==> src/rtl/pmm_pkg.sv <==
// Package for the polynomial multiplier modulo 2^16.
// Holds request and status codes, controller states and default sizes.
`timescale 1ns / 1ps
`default_nettype none
package pmm_pkg;
    localparam int NUM_COEFFS_DEF = 256;
    localparam int COEFF_W = 16;
    localparam int INDEX_W = 9;

    localparam logic [1:0] REQ_LOAD    = 2'd0;
    localparam logic [1:0] REQ_COMPUTE = 2'd1;
    localparam logic [1:0] REQ_READ    = 2'd2;

    localparam logic [1:0] STAT_OK        = 2'd0;
    localparam logic [1:0] STAT_RANGE     = 2'd1;
    localparam logic [1:0] STAT_NOT_READY = 2'd2;

    typedef enum logic {
        ST_IDLE,
        ST_RUN
    } state_t;
endpackage
`default_nettype wire

==> src/rtl/pmm_cell.sv <==
// One cell of the transposed product chain: holds one second-operand coefficient
// and a partial sum handed to its lower neighbor each cycle. Uses pmm_pkg.
`timescale 1ns / 1ps
`default_nettype none
module pmm_cell (
    input  wire logic                        clk,
    input  wire logic                        rst_n,
    input  wire logic                        clear,
    input  wire logic                        load_b,
    input  wire logic [pmm_pkg::COEFF_W-1:0] b_in,
    input  wire logic [pmm_pkg::COEFF_W-1:0] x,
    input  wire logic [pmm_pkg::COEFF_W-1:0] sum_in,
    output logic      [pmm_pkg::COEFF_W-1:0] sum_out
);
    logic [pmm_pkg::COEFF_W-1:0]   b_reg;
    logic [pmm_pkg::COEFF_W-1:0]   sum_reg;
    logic [pmm_pkg::COEFF_W-1:0]   sum_next;
    logic [2*pmm_pkg::COEFF_W-1:0] prod;

    always_comb
    begin
        prod     = x * b_reg;
        sum_next = sum_in + prod[pmm_pkg::COEFF_W-1:0];
    end

    always_ff @(posedge clk)
    begin
        if (load_b)
        begin
            b_reg <= b_in;
        end
    end

    always_ff @(posedge clk or negedge rst_n)
    begin
        if (!rst_n)
        begin
            sum_reg <= '0;
        end
        else if (clear)
        begin
            sum_reg <= '0;
        end
        else
        begin
            sum_reg <= sum_next;
        end
    end

    assign sum_out = sum_reg;
endmodule
`default_nettype wire

==> config.mk <==
export PLATFORM = sky130hd
export DESIGN_NAME = pmm_cell
export DESIGN_NICKNAME = d
export VERILOG_FILES = /design/src/rtl/pmm_pkg.sv /design/src/rtl/pmm_cell.sv
export SDC_FILE = /design/constraint.sdc
export NUM_CORES = 1
export LEC_CHECK = 0
export ABC_AREA = 1
export BUFFER_PORTS_ARGS = -buffer_cell sky130_fd_sc_hd__buf_2
export CAP_MARGIN = 20
export CORE_MARGIN = 2
export CORE_UTILIZATION = 30
export CTS_BUF_LIST = sky130_fd_sc_hd__clkbuf_4
export DETAILED_ROUTE_END_ITERATION = 10
export REMOVE_ABC_BUFFERS = 1
export SETUP_SLACK_MARGIN = 0.4
export SYNTH_ARGS = -nofsm -noshare
export SYNTH_HDL_FRONTEND = slang
export SYNTH_SLANG_ARGS = --single-unit
==> constraint.sdc <==
create_clock -name clk -period 7.62 [get_ports clk]
set_input_delay 0.762 -clock clk [delete_from_list [all_inputs] [get_ports clk]]
set_output_delay 0.762 -clock clk [all_outputs]
set_load 0.01 [all_outputs]
==> results.yml, run 1 <==
floorplan:
  core_area_sq_um: 18800
  io_pins: 68
  initial_utilization_pct: 30.7
  rows: 50
  die_w_um: 143
  dieArea_sq_um: 20400
  die_h_um: 143
power:
  seq_power_share_pct: 10.1
  ir_worst_vdd_mv: 0.314
  power_density_nw_per_um2: 404
  p_clk_share_pct: 4.5
  share_comb_of_total_power_pct: 85.5
  power.leakage_nw: 3.90
  internal-power_mw: 1.15
  p_sw_mw: 1.42
  switching_share_pct: 55.2
sta:
  max_slew_margin_pct: 53.3
  fmax_ghz: 0.180
  worstMarginPinSlew_ps: 701
  final-max-slew-violation-count: 0
  grt_setup_unrepaired: "false"
  period_minus_slack_ps: 5550
  setup-violations-final: 0
  setup_slack_ps: 2070
  hold_ws_ps: 224
  finalCritPeriodShare_pct: 72.8
  skew_ps: 21.7
  hold_viol: 0
  tns_ps: 0
finish:
  final_util_pct: 33.8
  multi_input_area_sq_um: 3840
  num-nets-final: 998
  syn2layout_area_growth_pct: 10.2
  design_area_sq_um: 6370
  drive_gt1_share_pct: 10.6
  fill_cells: 2043
  ff_latch_area_sq_um: 881
placement:
  dp_hpwl_mm: 10.5
  port_buffers: 67
  gp_congestion: 0.804
  dp_slack_ps: 1970
  placed_cell_area_sq_um: 6310
grt:
  grt_max_degree: 17
  grt_pass1_wl_mm: 21.2
  antenna_found_initial: 1
  grt-ovfl-total: 0
  grt_pass1_vias: 4243
  grt_usage_pct: 13.5
synth:
  synth_common_cells: "inv_1 (247), nand2_1 (203), fa_1 (94)"
  synth_area_leaders: "fa_1 (33%), inv_1 (16%), nand2_1 (13%)"
  yosysUniqueCellTypes: 31
  seq_area_frac_synth_pct: 15.2
  async_flop_share_pct: 50.0
  syn_area_per_cell_sq_um: 7.71
  synth_largest_area_cell: "fa_1"
  synth_warnings: 0
  ys_ff_latch: 32
  synth_most_common_cell: "inv_1"
  synth_top_area_share_pct: 32.5
  synth_edf_count: 16
  synth_flop_cell: "edfxtp_1"
  netlist_instances: 750
  syn_area_sq_um: 5780
cts:
  postCtsHoldBufs: 0
  clk_latency_ps: 410
  cts.sinks: 32
  cts_tree: "yes"
  clk_pin_slew_ps: 140
  htree_levels: 2
  cts_buffers: 5
  cts_root_buf: "clkbuf_4"
  clk_path_buf_depth: 2
  cts-resized-gates: 0
  cts_setup_buffers: 0
worst_setup_path:
  end_kind: "register"
  critPathBufInv: 6
  cp_top_family: "adder cells"
  crit_required_ps: 7950
  cpMaxStageDelayCell: "edfxtp_1"
  path_class: "reg -> reg"
  arrival_ps: 5880
  crit_fanout: 16
  cp-start-kind: "register"
  path_cells: "nand2_1 -> inv_1 -> fa_1 -> inv_1 -> fa_1 -> fa_1 -> fa_1 -> inv_1 -> fa_1 -> inv_1 -> fa_1 -> inv_1 -> ha_1 -> nand2_1 -> nor3_1 -> nand3_1 -> nand3_1 -> nand2_1 -> inv_1 -> o21ai_1 -> nand2_1 -> o21ai_1 -> a21oi_1"
  critical_path.max_stage_delay_ps: 720
run:
  cap_violations: 0
routing:
  vias_per_cell: 4.11
  vias: 4370
  drc: 0
  wl_per_cell_um: 11.8
  antenna_left: 0
  drtPass1Iterations: 4
  drtIter0Drc: 165
  wirelength_mm: 12.5
worst_hold_path:
  hp-class: "in -> async"
status:
  outcome: "finished clean"
-- routing by layer --
metal  track usage [%]  vias to the layer above  part of all wire (%)  wire [um]
li1                  -                     2222                     -          -
met3              1.84                       13                   4.0        500
met4              4.48                        0                   1.9        236
met2              21.4                       89                    45       5660
met1              19.0                     2046                    49       6100
met5                 0                        -                     0          0
-- final cells by class --
cell class                 count  share of cell area, %
multi-input combinational    445                   60.2
inverter                     249                   14.7
sequential                    32                   13.8
clock buffer                   5                  0.589
timing repair buffer          67                   5.26
clock inverter                 3                  0.294
antenna                        1                 0.0393
tap                          260                   5.10
-- cell usage in the layout (no fill, tap or decap), drive strengths merged, types with 2 or more instances in the layout --
| master | count |
|---|---|
| inv | 249 |
| nand2 | 208 |
| fa | 94 |
| buf | 67 |
| ha | 52 |
| nand3 | 24 |
| nor2 | 20 |
| edfxtp | 16 |
| dfrtp | 16 |
| a21oi | 15 |
| o21ai | 7 |
| clkbuf | 5 |
| xnor2 | 4 |
| xor2 | 4 |
| nand4 | 3 |
| nand3b | 3 |
| clkinv | 3 |
| nor3 | 2 |
| o21a | 2 |
| a21o | 2 |
-- cells by family (layout without fill, tap and decap cells) --
| group | count (synthesis) | in the layout | synth area share (%) |
|---|---|---|---|
| buf+inv | 273 | 324 | 18.4 |
| simple gates | 261 | 261 | 18.4 |
| fa+ha+maj | 146 | 146 | 43.8 |
| xor+xnor | 8 | 8 | 1.21 |
| compound gates | 30 | 30 | 3.03 |
| other cells | 0 | 1 | 0 |
| flops | 32 | 32 | 15.2 |
-- final timing paths --
path / startpoint / endpoint / slack [ps] / cells after the start
min: rst_n / sum_out[8] / 220 / 1
min reg2reg: b_reg[15] / sum_out[15] / 1200 / 10
max: b_reg[1] / sum_out[14] / 2070 / 23
min in group clk: b_in[1] / b_reg[1] / 510 / 1
max in group asynchronous: rst_n / sum_out[15] / 7120 / 1
max reg2reg: b_reg[1] / sum_out[14] / 2070 / 23
-- worst register-to-register path, delay by kind of cell (launching register included) --
family | cells | cell delay [ps]
DFF | 1 | 720
AOI/OAI and AO/OA | 3 | 230
and+or+nand+nor | 7 | 800
adders and majority gates | 7 | 3390
buffers and inverters | 6 | 340
-- metrics by stage --
step                instances  power [mW]
floorplan                 726        1.97
global placement         1053        2.45
detailed placement       1053        2.47
CTS                      1061        2.60
global route             1062        3.01
finish                   1062        2.57
-- power by group through the flow --
stage / Sequential [mW] / Clock, mW / Combinational [mW]
6_report: 0.259 / 0.115 / 2.20
5_1_grt: 0.266 / 0.129 / 2.61
4_1_cts: 0.260 / 0.124 / 2.22
3_5_place_dp: 0.265 / 0 / 2.20
3_3_place_gp: 0.266 / 0 / 2.19
2_1_floorplan: 0.273 / 0 / 1.70
No activity file was read; power rests on OpenSTA's default activity.
==> run 2, diff against run 1 <==
==> constraint.sdc (replaced) <==
create_clock -name clk -period 4.6 [get_ports clk]
set_input_delay 0.46 -clock clk [delete_from_list [all_inputs] [get_ports clk]]
set_output_delay 0.46 -clock clk [all_outputs]
set_load 0.01 [all_outputs]
==> results.yml, run 2 (synthesized netlist as in run 1, its figures left out) <==
floorplan:
  dieArea_sq_um: 20400
  initial_utilization_pct: 30.7
  io_pins: 68
  die_w_um: 143
  core_area_sq_um: 18800
  rows: 50
  die_h_um: 143
worst_setup_path:
  crit_fanout: 5
  path_class: "reg -> reg"
  end_kind: "register"
  critical_path.max_stage_delay_ps: 540
  critPathBufInv: 9
  cpMaxStageDelayCell: "fa_1"
  cp_top_family: "adder cells"
  crit_required_ps: 4910
  cp-start-kind: "register"
  arrival_ps: 5420
placement:
  dp.cells: 1124
  dp_slack_ps: -680
  gp_congestion: 0.869
  port_buffers: 67
  dp_hpwl_mm: 11.4
sta:
  max_slew_margin_pct: 72.9
  setup-violations-final: 8
  skew_ps: 23.8
  worstMarginPinSlew_ps: 406
  final-max-slew-violation-count: 0
  period_minus_slack_ps: 5100
  tns_ps: -2670
  hold_viol: 0
  grt_setup_unrepaired: "true"
  fmax_ghz: 0.196
  finalCritPeriodShare_pct: 111
  setup_slack_ps: -504
grt:
  grt-ovfl-total: 0
  grt_pass1_wl_mm: 22.8
  grt_usage_pct: 14.3
  grt_pass1_vias: 4860
  antenna_found_initial: 1
  grt_max_degree: 17
run:
  cap_violations: 0
routing:
  drtIter0Drc: 136
  drtPass1Iterations: 4
  drc: 0
  vias_per_cell: 4.10
  wirelength_mm: 13.7
  vias: 4723
  antenna_left: 0
  wl_per_cell_um: 11.9
finish:
  layout_commonest_cell: "inv_1"
  final_util_pct: 39.6
  multi_input_area_sq_um: 4170
  stdcell_count: 1153
  ff_latch_area_sq_um: 881
  layout_common_cells: "inv_1 (226), nand2_1 (190), fa_1 (87)"
  num-nets-final: 1089
  syn2layout_area_growth_pct: 29.0
  drive_gt1_share_pct: 27.9
  fill_cells: 1922
cts:
  cts_tree: "yes"
  cts_buffers: 5
  cts_root_buf: "clkbuf_4"
  clk_path_buf_depth: 2
  htree_levels: 2
  cts.sinks: 32
  clk_pin_slew_ps: 140
  clk_latency_ps: 400
worst_hold_path:
  hp-class: "in -> reg"
status:
  outcome: "finished with violations"
  violations: "setup timing"
run 2: layer usage:
metal  vias up  track usage (%)  part of all wire (%)
li1       2407                -                     -
met1      2199             18.2                    46
met2       100             24.8                    48
met3        17             2.68                   4.6
met4         0             3.80                   2.0
met5         -                0                     0
run 2: final cells by class:
class	count	area share (%)
multi-input combinational	445	55.8
timing repair buffer	158	14.7
inverter	249	12.5
sequential	32	11.8
tap	260	4.36
clock buffer	5	0.503
clock inverter	3	0.252
antenna	1	0.0335
run 2: through the flow:
| step | area [sq um] | hold WS (ps) |
|---|---|---|
| 2_1_floorplan | 5650 | 164 |
| 3_3_place_gp | 6850 | 391 |
| 3_5_place_dp | 6850 | 395 |
| 4_1_cts | 7340 | 197 |
| 5_1_grt | 7460 | 187 |
| 6_report | 7460 | 221 |
run 2: what timing repair did:
item                                    4_1_cts  5_1_grt
setup buffers                                14        5
resized for setup                            78       28
endpoints found under the hold margin        16        0
hold buffers                                  1        0
endpoints found under the setup margin        9       10
pin swaps                                    56       22
run 2: path summary, 6_finish.rpt:
kind | end | cells past startpoint | slack, ps | from
max in group asynchronous | sum_out[15] | 2 | 3820 | rst_n
worst min-delay path | b_reg[1] | 1 | 220 | b_in[1]
worst min register to register | sum_out[15] | 10 | 1190 | b_reg[15]
worst max register to register | sum_out[14] | 25 | -500 | b_reg[3]
min in group asynchronous | sum_out[8] | 2 | 490 | rst_n
worst max-delay path | sum_out[14] | 25 | -500 | b_reg[3]
Power of run 2 is not shown: default switching activity piles up to over one toggle a cycle in this logic, so the estimate is an artifact.
